===== src/design/interleaved_audio_frame_deframer_assert.svh =====
// ----------------------------------------------------------------------------
// Deframer assertion macros
// Concurrent check wrappers, clocked on clk_i and disabled during reset.
// ----------------------------------------------------------------------------
`ifndef INTERLEAVED_AUDIO_FRAME_DEFRAMER_ASSERT_SVH
`define INTERLEAVED_AUDIO_FRAME_DEFRAMER_ASSERT_SVH

`ifndef SYNTHESIS
`define IAFD_ASSERT(lbl, prop) \
  lbl: assert property (@(posedge clk_i) disable iff (!rst_ni) (prop)) \
    else $error("deframer check failed");
`define IAFD_ASSERT_IMPL(lbl, ante, cons) \
  lbl: assert property (@(posedge clk_i) disable iff (!rst_ni) (ante) |-> (cons)) \
    else $error("deframer check failed");
`define IAFD_ASSERT_NEXT(lbl, ante, cons) \
  lbl: assert property (@(posedge clk_i) disable iff (!rst_ni) (ante) |=> (cons)) \
    else $error("deframer check failed");
`else
`define IAFD_ASSERT(lbl, prop)
`define IAFD_ASSERT_IMPL(lbl, ante, cons)
`define IAFD_ASSERT_NEXT(lbl, ante, cons)
`endif

`endif


===== src/design/iafd_pkg.sv =====
// ----------------------------------------------------------------------------
// Deframer package
// Result codes, parser phases, register indexes and shared record types.
// ----------------------------------------------------------------------------
`default_nettype none

package iafd_pkg;

  localparam logic [1:0] KindHdr  = 2'd0;
  localparam logic [1:0] KindMpeg = 2'd1;
  localparam logic [1:0] KindPcm  = 2'd2;
  localparam logic [1:0] KindErr  = 2'd3;

  localparam logic [2:0] PhHdrLo = 3'd0;
  localparam logic [2:0] PhHdrHi = 3'd1;
  localparam logic [2:0] PhCnt0  = 3'd2;
  localparam logic [2:0] PhCnt1  = 3'd3;
  localparam logic [2:0] PhCnt2  = 3'd4;
  localparam logic [2:0] PhCnt3  = 3'd5;
  localparam logic [2:0] PhBody  = 3'd6;

  localparam logic [1:0] CfgChannels = 2'd0;
  localparam logic [1:0] CfgStreams  = 2'd1;
  localparam logic [1:0] CfgSelect   = 2'd2;

  localparam int QDepth = 2;

  typedef struct packed {
    logic [1:0]  kind;
    logic [15:0] data;
    logic [11:0] count;
    logic [12:0] length;
    logic        last;
  } rec_t;

  typedef struct packed {
    logic valid;
    rec_t rec;
  } push_t;

  typedef struct packed {
    logic       error;
    logic [2:0] phase;
  } stat_t;

endpackage

`default_nettype wire


===== src/design/interleaved_audio_frame_deframer.sv =====
// ----------------------------------------------------------------------------
// Interleaved audio frame deframer
// Splits a framed byte stream into header, MPEG byte and PCM sample items.
// ----------------------------------------------------------------------------
// One stream byte enters per item on the input channel (in_valid_i, in_stall_o,
// data_byte_i). Frames are parsed in order and assigned round robin to streams;
// only the selected stream's frames yield output items, errors always do.
// The parser takes one byte per cycle with no gaps while in_stall_o is low;
// a byte that produces an item has it registered into the two-entry queue,
// whose head drives out_valid_o; throughput 1 item per cycle without stalls.
// When the receiver stalls, the queue holds up to two items; once full,
// in_stall_o rises until an item leaves. Bytes that give no item never wait
// on the output side unless the queue is full.
// Configuration (cfg_valid_i, cfg_ready_o, cfg_index_i, cfg_data_i) is always
// ready; the user writes it only while idle; the block does not enforce that.
// Reset clears the parser to wait for a header, empties the queue, clears the
// sticky error and restores one channel, one stream, stream zero selected.
// ----------------------------------------------------------------------------
`default_nettype none

`include "interleaved_audio_frame_deframer_assert.svh"

module interleaved_audio_frame_deframer #(
  parameter int MAX_STREAMS = 8
) (
  input  wire logic               clk_i,
  input  wire logic               rst_ni,
  input  wire logic               cfg_valid_i,
  output logic                    cfg_ready_o,
  input  wire logic [1:0]         cfg_index_i,
  input  wire logic [3:0]         cfg_data_i,
  input  wire logic               in_valid_i,
  output logic                    in_stall_o,
  input  wire logic [7:0]         data_byte_i,
  output logic                    out_valid_o,
  input  wire logic               out_stall_i,
  output logic [1:0]              out_kind_o,
  output logic [7:0]              mpeg_byte_o,
  output logic signed [15:0]      pcm_sample_o,
  output logic [11:0]             pcm_count_o,
  output logic [12:0]             mpeg_length_o,
  output logic                    frame_last_o
);

  iafd_pkg::push_t push;
  iafd_pkg::stat_t stat;
  logic            full;
  logic            take;

  assign cfg_ready_o = 1'b1;
  assign in_stall_o  = full;
  assign take        = in_valid_i && !full;

  iafd_front #(
    .MaxStreams(MAX_STREAMS)
  ) u_front (
    .clk_i      (clk_i),
    .rst_ni     (rst_ni),
    .cfg_valid_i(cfg_valid_i),
    .cfg_index_i(cfg_index_i),
    .cfg_data_i (cfg_data_i),
    .take_i     (take),
    .data_byte_i(data_byte_i),
    .push_o     (push),
    .stat_o     (stat)
  );

  iafd_queue u_queue (
    .clk_i        (clk_i),
    .rst_ni       (rst_ni),
    .push_i       (push),
    .full_o       (full),
    .out_valid_o  (out_valid_o),
    .out_stall_i  (out_stall_i),
    .out_kind_o   (out_kind_o),
    .mpeg_byte_o  (mpeg_byte_o),
    .pcm_sample_o (pcm_sample_o),
    .pcm_count_o  (pcm_count_o),
    .mpeg_length_o(mpeg_length_o),
    .frame_last_o (frame_last_o)
  );

  `IAFD_ASSERT_IMPL(a_stall_only_full, in_stall_o, out_valid_o)
  `IAFD_ASSERT_NEXT(a_error_sticky, stat.error, stat.error)
  `IAFD_ASSERT_NEXT(a_error_emits, take && stat.error, out_valid_o)
  `IAFD_ASSERT(a_error_clean, !(out_valid_o && out_kind_o == iafd_pkg::KindErr && frame_last_o))
  `IAFD_ASSERT(a_phase_legal, stat.phase <= iafd_pkg::PhBody)

endmodule

`default_nettype wire


===== src/design/iafd_front.sv =====
// ----------------------------------------------------------------------------
// Deframer front end
// Parses the byte stream into frames, tracks the stream slot and emits records.
// ----------------------------------------------------------------------------
`default_nettype none

module iafd_front #(
  parameter int MaxStreams = 8
) (
  input  wire logic              clk_i,
  input  wire logic              rst_ni,
  input  wire logic              cfg_valid_i,
  input  wire logic [1:0]        cfg_index_i,
  input  wire logic [3:0]        cfg_data_i,
  input  wire logic              take_i,
  input  wire logic [7:0]        data_byte_i,
  output iafd_pkg::push_t        push_o,
  output iafd_pkg::stat_t        stat_o
);

  localparam int SlotW = (MaxStreams > 1) ? $clog2(MaxStreams) : 1;
  localparam int EffW  = ($clog2(MaxStreams + 1) > 4) ? $clog2(MaxStreams + 1) : 4;
  localparam int CmpW  = (SlotW > 3) ? SlotW : 3;

  logic [1:0]       cpf_q;
  logic [3:0]       sc_q;
  logic [2:0]       sel_q;

  logic [2:0]       phase_q, phase_d;
  logic [12:0]      hdr_q, hdr_d;
  logic [11:0]      cnt_q, cnt_d;
  logic             big_q, big_d;
  logic [13:0]      pcm_q, pcm_d;
  logic [12:0]      left_q, left_d;
  logic [SlotW-1:0] slot_q, slot_d;
  logic [7:0]       low_q, low_d;
  logic             err_q, err_d;

  logic [EffW-1:0]  eff;
  logic [EffW-1:0]  slot_inc;
  logic [SlotW-1:0] slot_nx;
  logic             sel;

  logic             fin_ext;
  logic [11:0]      fin_count;
  logic [13:0]      fin_pcm;
  logic [12:0]      fin_size;
  logic [14:0]      fin_pre;
  logic [14:0]      fin_need;
  logic             fin_bad;
  logic [14:0]      fin_left_w;
  logic [12:0]      fin_left;
  logic [12:0]      fin_mpeg;
  logic             do_fin;
  logic             in_pcm;
  logic             last;

  always_ff @(posedge clk_i or negedge rst_ni) begin
    if (!rst_ni) begin
      cpf_q <= 2'd1;
      sc_q  <= 4'd1;
      sel_q <= 3'd0;
    end else if (cfg_valid_i) begin
      unique case (cfg_index_i)
        iafd_pkg::CfgChannels: cpf_q <= cfg_data_i[1:0];
        iafd_pkg::CfgStreams:  sc_q  <= cfg_data_i;
        iafd_pkg::CfgSelect:   sel_q <= cfg_data_i[2:0];
        default: ;
      endcase
    end
  end

  always_comb begin
    eff = EffW'(sc_q);
    if (sc_q == 4'd0) begin
      eff = EffW'(1);
    end else if (EffW'(sc_q) > EffW'(MaxStreams)) begin
      eff = EffW'(MaxStreams);
    end
    slot_inc = EffW'(slot_q) + EffW'(1);
    slot_nx  = (slot_inc >= eff) ? '0 : slot_inc[SlotW-1:0];
    sel      = (CmpW'(slot_q) == CmpW'(sel_q));
  end

  always_comb begin
    fin_ext    = (phase_q == iafd_pkg::PhCnt3);
    fin_count  = fin_ext ? cnt_q : 12'd0;
    fin_pcm    = (cpf_q >= 2'd2) ? {fin_count, 2'b00} : {1'b0, fin_count, 1'b0};
    fin_size   = fin_ext ? hdr_q : {data_byte_i[4:0], hdr_q[7:0]};
    fin_pre    = fin_ext ? 15'd6 : 15'd2;
    fin_need   = {1'b0, fin_pcm} + fin_pre;
    fin_bad    = ({2'b00, fin_size} < fin_need);
    fin_left_w = {2'b00, fin_size} - fin_pre;
    fin_left   = fin_left_w[12:0];
    fin_mpeg   = fin_left - fin_pcm[12:0];
    in_pcm     = ({1'b0, left_q} <= pcm_q);
    last       = (left_q == 13'd1);
  end

  always_comb begin
    phase_d = phase_q;
    hdr_d   = hdr_q;
    cnt_d   = cnt_q;
    big_d   = big_q;
    pcm_d   = pcm_q;
    left_d  = left_q;
    slot_d  = slot_q;
    low_d   = low_q;
    err_d   = err_q;
    do_fin  = 1'b0;
    push_o  = '0;

    if (take_i) begin
      if (err_q) begin
        push_o.valid    = 1'b1;
        push_o.rec.kind = iafd_pkg::KindErr;
      end else begin
        unique case (phase_q)
          iafd_pkg::PhHdrHi: begin
            hdr_d = {data_byte_i[4:0], hdr_q[7:0]};
            if (data_byte_i[7]) begin
              cnt_d   = '0;
              big_d   = 1'b0;
              phase_d = iafd_pkg::PhCnt0;
            end else begin
              do_fin = 1'b1;
            end
          end
          iafd_pkg::PhCnt0: begin
            cnt_d[7:0] = data_byte_i;
            phase_d    = iafd_pkg::PhCnt1;
          end
          iafd_pkg::PhCnt1: begin
            cnt_d[11:8] = data_byte_i[3:0];
            big_d       = big_q | (data_byte_i[7:4] != 4'd0);
            phase_d     = iafd_pkg::PhCnt2;
          end
          iafd_pkg::PhCnt2: begin
            big_d   = big_q | (data_byte_i != 8'd0);
            phase_d = iafd_pkg::PhCnt3;
          end
          iafd_pkg::PhCnt3: begin
            phase_d = iafd_pkg::PhBody;
            if (big_q || (data_byte_i != 8'd0)) begin
              err_d           = 1'b1;
              push_o.valid    = 1'b1;
              push_o.rec.kind = iafd_pkg::KindErr;
            end else begin
              do_fin = 1'b1;
            end
          end
          iafd_pkg::PhBody: begin
            left_d = left_q - 13'd1;
            if (last) begin
              slot_d  = slot_nx;
              phase_d = iafd_pkg::PhHdrLo;
            end
            if (in_pcm) begin
              if (!left_q[0]) begin
                low_d = data_byte_i;
              end else if (sel) begin
                push_o.valid    = 1'b1;
                push_o.rec.kind = iafd_pkg::KindPcm;
                push_o.rec.data = {data_byte_i, low_q};
                push_o.rec.last = last;
              end
            end else if (sel) begin
              push_o.valid    = 1'b1;
              push_o.rec.kind = iafd_pkg::KindMpeg;
              push_o.rec.data = {8'd0, data_byte_i};
              push_o.rec.last = last;
            end
          end
          default: begin
            hdr_d   = {5'd0, data_byte_i};
            phase_d = iafd_pkg::PhHdrHi;
          end
        endcase

        if (do_fin) begin
          if (fin_bad) begin
            err_d           = 1'b1;
            push_o.valid    = 1'b1;
            push_o.rec.kind = iafd_pkg::KindErr;
          end else begin
            pcm_d  = fin_pcm;
            left_d = fin_left;
            if (fin_left == 13'd0) begin
              slot_d  = slot_nx;
              phase_d = iafd_pkg::PhHdrLo;
            end else begin
              phase_d = iafd_pkg::PhBody;
            end
            if (sel) begin
              push_o.valid      = 1'b1;
              push_o.rec.kind   = iafd_pkg::KindHdr;
              push_o.rec.count  = fin_count;
              push_o.rec.length = fin_mpeg;
              push_o.rec.last   = (fin_left == 13'd0);
            end
          end
        end
      end
    end
  end

  always_ff @(posedge clk_i or negedge rst_ni) begin
    if (!rst_ni) begin
      phase_q <= iafd_pkg::PhHdrLo;
      hdr_q   <= '0;
      cnt_q   <= '0;
      big_q   <= 1'b0;
      pcm_q   <= '0;
      left_q  <= '0;
      slot_q  <= '0;
      low_q   <= '0;
      err_q   <= 1'b0;
    end else begin
      phase_q <= phase_d;
      hdr_q   <= hdr_d;
      cnt_q   <= cnt_d;
      big_q   <= big_d;
      pcm_q   <= pcm_d;
      left_q  <= left_d;
      slot_q  <= slot_d;
      low_q   <= low_d;
      err_q   <= err_d;
    end
  end

  assign stat_o.error = err_q;
  assign stat_o.phase = phase_q;

endmodule

`default_nettype wire


===== src/design/iafd_queue.sv =====
// ----------------------------------------------------------------------------
// Deframer result queue
// Two-entry queue of result records and the output field formatting.
// ----------------------------------------------------------------------------
`default_nettype none

module iafd_queue (
  input  wire logic               clk_i,
  input  wire logic               rst_ni,
  input  iafd_pkg::push_t         push_i,
  output logic                    full_o,
  output logic                    out_valid_o,
  input  wire logic               out_stall_i,
  output logic [1:0]              out_kind_o,
  output logic [7:0]              mpeg_byte_o,
  output logic signed [15:0]      pcm_sample_o,
  output logic [11:0]             pcm_count_o,
  output logic [12:0]             mpeg_length_o,
  output logic                    frame_last_o
);

  localparam int PtrW = $clog2(iafd_pkg::QDepth);
  localparam int CntW = $clog2(iafd_pkg::QDepth + 1);

  iafd_pkg::rec_t mem_q [iafd_pkg::QDepth];
  logic [PtrW-1:0] wr_q, wr_d;
  logic [PtrW-1:0] rd_q, rd_d;
  logic [CntW-1:0] cnt_q, cnt_d;
  logic            pop;
  iafd_pkg::rec_t  head;

  assign full_o      = (cnt_q == CntW'(iafd_pkg::QDepth));
  assign out_valid_o = (cnt_q != '0);
  assign pop         = out_valid_o && !out_stall_i;
  assign head        = mem_q[rd_q];

  always_comb begin
    wr_d  = wr_q;
    rd_d  = rd_q;
    cnt_d = cnt_q;
    if (push_i.valid) begin
      wr_d = (wr_q == PtrW'(iafd_pkg::QDepth - 1)) ? '0 : wr_q + PtrW'(1);
    end
    if (pop) begin
      rd_d = (rd_q == PtrW'(iafd_pkg::QDepth - 1)) ? '0 : rd_q + PtrW'(1);
    end
    if (push_i.valid && !pop) begin
      cnt_d = cnt_q + CntW'(1);
    end else if (pop && !push_i.valid) begin
      cnt_d = cnt_q - CntW'(1);
    end
  end

  always_ff @(posedge clk_i or negedge rst_ni) begin
    if (!rst_ni) begin
      wr_q  <= '0;
      rd_q  <= '0;
      cnt_q <= '0;
    end else begin
      wr_q  <= wr_d;
      rd_q  <= rd_d;
      cnt_q <= cnt_d;
    end
  end

  always_ff @(posedge clk_i) begin
    if (push_i.valid) begin
      mem_q[wr_q] <= push_i.rec;
    end
  end

  always_comb begin
    out_kind_o    = head.kind;
    mpeg_byte_o   = (head.kind == iafd_pkg::KindMpeg) ? head.data[7:0] : 8'd0;
    pcm_sample_o  = (head.kind == iafd_pkg::KindPcm) ? head.data : 16'sd0;
    pcm_count_o   = head.count;
    mpeg_length_o = head.length;
    frame_last_o  = head.last;
  end

endmodule

`default_nettype wire


===== config.mk =====
export PLATFORM = sky130hd
export DESIGN_NAME = interleaved_audio_frame_deframer
export DESIGN_NICKNAME = d
export VERILOG_FILES = /design/src/design/iafd_pkg.sv /design/src/design/interleaved_audio_frame_deframer.sv /design/src/design/iafd_front.sv /design/src/design/iafd_queue.sv
export VERILOG_INCLUDE_DIRS = /design/src /design/src/design
export SDC_FILE = /design/constraint.sdc
export NUM_CORES = 1
export LEC_CHECK = 0
export BUFFER_PORTS_ARGS = -buffer_cell sky130_fd_sc_hd__buf_2
export CAP_MARGIN = 0
export CORE_MARGIN = 3
export CORE_UTILIZATION = 55
export DETAILED_ROUTE_END_ITERATION = 8
export PLACE_DENSITY_LB_ADDON = 0.2
export SETUP_SLACK_MARGIN = 0.4
export SYNTH_ARGS = -nofsm -noshare
export SYNTH_HDL_FRONTEND = slang
export SYNTH_SLANG_ARGS = --single-unit

===== constraint.sdc =====
create_clock -name clk_i -period 9.8 [get_ports clk_i]
set_input_delay 1.96 -clock clk_i [delete_from_list [all_inputs] [get_ports clk_i]]
set_output_delay 1.96 -clock clk_i [all_outputs]
set_load 0.01 [all_outputs]

=== Yosys cells after proc, flatten, opt, wreduce, memory -nomap -nowiden ===
Memory sizes are Yosys's and may differ from the RTL's.
Cells that the tools add are included.

* Register bits after elaboration: 81
* Output and inout port bits: 55
* RAM bits: 88
* Memories: 1

* Bitwise operators: 7
* $add $sub $neg: 9
* Order comparisons: 5
* Multiplexer cells: 65
* Equality and inequality tests: 14
* Reduce and logical (&&, ||, !) cells: 31

{| class="wikitable"
|+ Memories
! memory !! words !! width !! read ports !! clocked after memory_dff !! wr ports !! RTL line !! RTL
|-
| u_queue.mem_q || 2 || 44 || 1 || 0 || 1 || iafd_queue.sv:25 || <nowiki>iafd_pkg::rec_t mem_q [iafd_pkg::QDepth];</nowiki>
|}

{| class="wikitable"
|+ Operators with widths
! cell !! count
|-
| 26-bit two-way mux || 3
|-
| 19-bit two-way mux || 4
|-
| 13-bit two-way mux || 4
|-
| 3-bit two-way mux || 17
|-
| 45-bit two-way mux || 1
|-
| 42-bit two-way mux || 1
|-
| 16-bit two-way mux || 2
|-
| 13-bit one-hot mux with 2 select lines || 1
|-
| 13-bit subtractor || 2
|-
| 12-bit two-way mux || 2
|-
| 4-bit AND reduction || 5
|-
| 1-bit two-way mux || 18
|-
| 3-bit one-hot mux with 6 select lines || 1
|-
| 8-bit one-hot mux with 2 select lines || 1
|-
| 14-bit by 15-bit adder with 15-bit output || 1
|-
| 13-bit by 15-bit < comparator with 1-bit output || 1
|-
| 13-bit by 14-bit less-or-equal comparator with 1-bit output || 1
|-
| 14-bit two-way mux || 1
|-
| 13-bit by 1-bit equality test with 1-bit output, second input constant || 1
|-
| 13-bit logical NOT || 1
|-
| 13-bit by 1-bit subtractor with 13-bit output, second input constant || 1
|-
| 3-bit equality test, second input constant || 3
|-
| 4-bit two-way mux || 2
|-
| 8-bit two-way mux || 1
|-
| other kinds (33) || 56
|}

=== Depth between registers and ports, before layout ===
* Depth in word-level cells: 14
* Mapped depth: 23
* Mapped depth without buffers: 21

=== Hierarchy ===
A second synthesis with hierarchy kept.

* Cell total of the unflattened synthesis: 906
* Area, all modules: 9466.6 um^2

{| class="wikitable"
|+ By module, submodules not included
! module !! area each (um^2) !! cells an instance !! times used
|-
| iafd_front || 5896.9 || 719 || 1
|-
| iafd_queue || 3544.6 || 184 || 1
|-
| interleaved_audio_frame_deframer || 25.0 || 3 || 1
|}

=== Worst setup path before layout ===
OpenSTA, ideal clock, no wires.

* Path type: in2reg
* Start point: input port data_byte_i[2]
* End point: memory u_queue.mem_q[0][0] in the netlist's numbering (enable)
* Required time: 9355 ps
* Arrival: 5697 ps
* Setup time: 445 ps
* Cell stages on the path: 10
* Setup slack: 3657 ps
* Path through: clkbuf_1 > mux2i_1 > inv_1 > ha_1 > a2111oi_0 > a31oi_1 > a31oi_1 > nor2_1 > a21o_1 > nor2_1

* Longest elaborated chain between the ends: 11

{| class="wikitable"
|+ RTL lines
! item !! RTL line !! RTL
|-
| start, declared || interleaved_audio_frame_deframer.sv:34 || <nowiki>input wire logic [7:0] data_byte_i,</nowiki>
|-
| branches (longest 6 deep; another with 13-bit by 15-bit < comparator with 1-bit output) || -- ||
|-
| 3-bit two-way mux * || iafd_front.sv:180 || <nowiki>if (do_fin) begin</nowiki>
|-
| 3-bit two-way mux * || iafd_front.sv:114 || <nowiki>if (err_q) begin</nowiki>
|-
| 45-bit two-way mux * || iafd_front.sv:113 || <nowiki>if (take_i) begin</nowiki>
|-
| 1-bit two-way mux * || iafd_queue.sv:67 || <nowiki>if (push_i.valid) begin</nowiki>
|-
| 1-bit two-way mux (implied by the code) * || iafd_queue.sv:68 || <nowiki>mem_q[wr_q] <= push_i.rec;</nowiki>
|-
| end, declared || iafd_queue.sv:25 ||
|}

Every way passes the cells marked *. The select of a mux whose other input is x is not followed.

==> results.ini <==
[setup_path]
critPathMaxFanout=32
reg2regPathDepth=16
path_cells=nand3b_2, inv_1, nand2_1, fa_1, nand3b_1, nor2_1, nand3_1, xnor2_1, ha_1, nand4_1, a211o_1, a31oi_1, nand3_2, or3_1, nor2_2, and2_1
required_ns=10.09
r2r_setup_slack_ns=3.41
crit_arrival_ns=6.68
r2r-end=u_queue.mem_q[0][16]
crit_slowest_cell=or3_1
start_kind=flop
r2r_start=u_front.phase_q[2]
crit_path_end_kind=flop
criticalPathCategory=reg -> reg
slowest_delay_ns=0.81

[clocking]
cts_buffer_depth=2
cts_root_buffer=clkbuf_16
clkSinkCount=167
postCtsHoldBufs=0
clk_latency_ns=0.43
htreeDepth=4
tritoncts=done
post_cts_buffers=0
cts_resized=0
cts_buffers=17
path_clk_slew_ns=0.07

[timing]
slew_violations=0
worst_pin_slew_ns=0.886
rsz0062_at_grt=no
tns_ns=0
whs_ns=0.487
finalHoldViolCount=0
min_period_ns=6.39
slew_headroom_pct=40.7
max_freq_mhz=156
fin_crit_sh_pct=65.2
finClkSkew_ns=0.00969
setup_violations=0

[grt]
gr-total-overflow=0
grt_first_pass_wirelength_um=34100
antenna_found_initial=0
grt_pass1_vias=6346
grt_max_degree=55
track_usage_pct=24.1

[routing]
drt_pass1_iterations=5
drt_iter0_markers=503
routed_via_density=5.82
via_count=6670
ant_nets=0
wl_um=21500
wire_per_inst_um=18.8
drc=0

[yosys]
syn_avg_cell_area_um2=10.8
syn_inst=858
yosysTopAreaCell=edfxtp_1
synth_top_area_share_pct=28.5
synth_edf_count=88
synth_area_um2=9270
syn-num-nets=925
synth.distinct_cells=71
async_flop_share_pct=47.3
ys_seq_elements=167
synth_seq_area_share_pct=49.8
synth_flop_cell=edfxtp_1
yosys-top-cells-area=edfxtp_1 (28%), dfrtp_1 (21%), mux2_2 (6.9%)
synth_warnings=0

[final_layout]
fillers=1326
drive_above_1_share_pct=20.3
fin_nets=983
area_growth_pct=12.2

[worst_hold_path]
holdPathEnd=u_front.pcm_q[10]
whs_path_depth=2
hp-start=u_front.pcm_q[10]
min_path_type=reg -> reg

[floorplan]
die_w_um=136
core_um2=16200
rows=46
initial_core_util_pct=57.3
die_area_um2=18500
die_height_um=136
io_pins=74

[power_and_ir_drop]
power.total_uw=3170
p_per_area_nw_per_um2=305
worst_ir_drop_vdd_mv=0.154
leakagePower_uw=0.00426

[flow_run]
maxCapViolations=0

[outcome]
run_status=complete, no violations

[placement]
gp_congestion=0.933
port_buffers=72
hpwl_um=15300

-- synthesized netlist by cell type, drive strengths merged, types with 10 or more instances --
cell type,instances
a22o,19
clkbuf,27
inv,46
dfrtp,78
nand2,64
a21oi,49
nor3,15
and2,22
xnor2,24
nor2,86
buf,11
ha,45
mux2i,28
edfxtp,88
o21ai,35
mux2,57
nand2b,11
xor2,12
a21o,11
a22oi,10
nand3,14
-- flip-flops by register name, summed over array words and instances, names as in the netlist --
| signal | cells |
|---|---|
| u_queue.mem_q | 88 |
| u_front.hdr_q | 13 |
| u_front.left_q | 13 |
| u_front.pcm_q | 13 |
| u_front.cnt_q | 12 |
| u_front.low_q | 8 |
| u_front.sc_q | 4 |
| u_front.phase_q | 3 |
| u_front.sel_q | 3 |
| u_front.slot_q | 3 |
| u_queue.cnt_q | 2 |
| u_front.big_q | 1 |
| u_front.cpf_q | 1 |
| u_front.err_q | 1 |
| u_queue.rd_q | 1 |
| u_queue.wr_q | 1 |
-- where the power goes --
group | internal [uW] | switching [uW]
clock network | 385 | 286
registers | 958 | 187
logic | 566 | 789
-- layout by cell type, fill, tap and decap left out, drive strengths merged, types with 24 or more instances in the layout --
| cell | netlist | final |
|---|---|---|
| ha | 45 | 45 |
| a21oi | 49 | 49 |
| o21ai | 35 | 35 |
| xnor2 | 24 | 24 |
| edfxtp | 88 | 88 |
| mux2i | 28 | 28 |
| inv | 46 | 50 |
| mux2 | 57 | 57 |
| nand2 | 64 | 64 |
| dfrtp | 78 | 78 |
| buf | 11 | 77 |
| nor2 | 86 | 86 |
-- routing by layer --
metal / track usage, % / wire length [um]
met5: 0 / 0
met4: 7.22 / 432
met3: 6.11 / 1300
met2: 37.4 / 9890
met1: 33.7 / 9910
-- area by class of cell --
class,instances,area [um2],area share [%]
sequential,167,4620,44.4
clock inverter,13,170,1.64
multi-input combinational,607,4330,41.7
antenna,1,2.50,0.0240
clock buffer,19,433,4.16
tap,216,270,2.60
timing repair buffer,77,400,3.85
inverter,46,173,1.66
-- worst max path at each step --
| stage | endpoint | depth (start not counted) | slack (ns) | startpoint |
|---|---|---|---|---|
| floorplan | u_queue.mem_q[0][0] | 10 | 3.66 | data_byte_i[2] |
| global placement | u_queue.mem_q[0][15] | 16 | 3.67 | u_front.phase_q[2] |
| detailed placement | u_queue.mem_q[1][16] | 16 | 3.49 | u_front.phase_q[2] |
| CTS | u_queue.mem_q[0][16] | 16 | 3.45 | u_front.phase_q[2] |
| global route | u_queue.mem_q[0][25] | 16 | 2.83 | u_front.phase_q[2] |
| finish | u_queue.mem_q[0][16] | 16 | 3.41 | u_front.phase_q[2] |
-- stage by stage --
| stage | setup slack (ns) | area [um2] | std cells | utilization [%] |
|---|---|---|---|---|
| after floorplan | 3.66 | 9270 | 858 | - |
| after global placement | 3.67 | 9800 | 1113 | 60.6 |
| after detailed placement | 3.49 | 9800 | 1113 | 60.6 |
| after CTS | 3.45 | 10400 | 1145 | 64.3 |
| after global routing | 2.83 | 10400 | 1145 | 64.3 |
| final | 3.41 | 10400 | 1146 | 64.3 |
-- logic make-up (layout without fill, tap and decap cells) --
| family | Yosys count | count (layout) | share of synthesized area (%) |
|---|---|---|---|
| simple gates | 272 | 272 | 14.7 |
| flops | 167 | 167 | 49.8 |
| compound gates | 165 | 165 | 11.7 |
| mux | 85 | 85 | 9.94 |
| buf+inv | 84 | 155 | 3.59 |
| fa+ha+maj | 48 | 48 | 6.72 |
| xor+xnor | 36 | 36 | 3.40 |
| other cells | 1 | 2 | 0.0404 |
-- critical path, delay by kind of cell (launching register included) --
family | cells | cell delay [ns]
and+or+nand+nor | 10 | 3.45
AOI/OAI and AO/OA | 2 | 0.57
xor gates and xnor gates | 1 | 0.15
adders and majority gates | 2 | 0.77
buffers and inverters | 1 | 0.53
DFF | 1 | 0.75
Power figures use the tool's default switching activity.
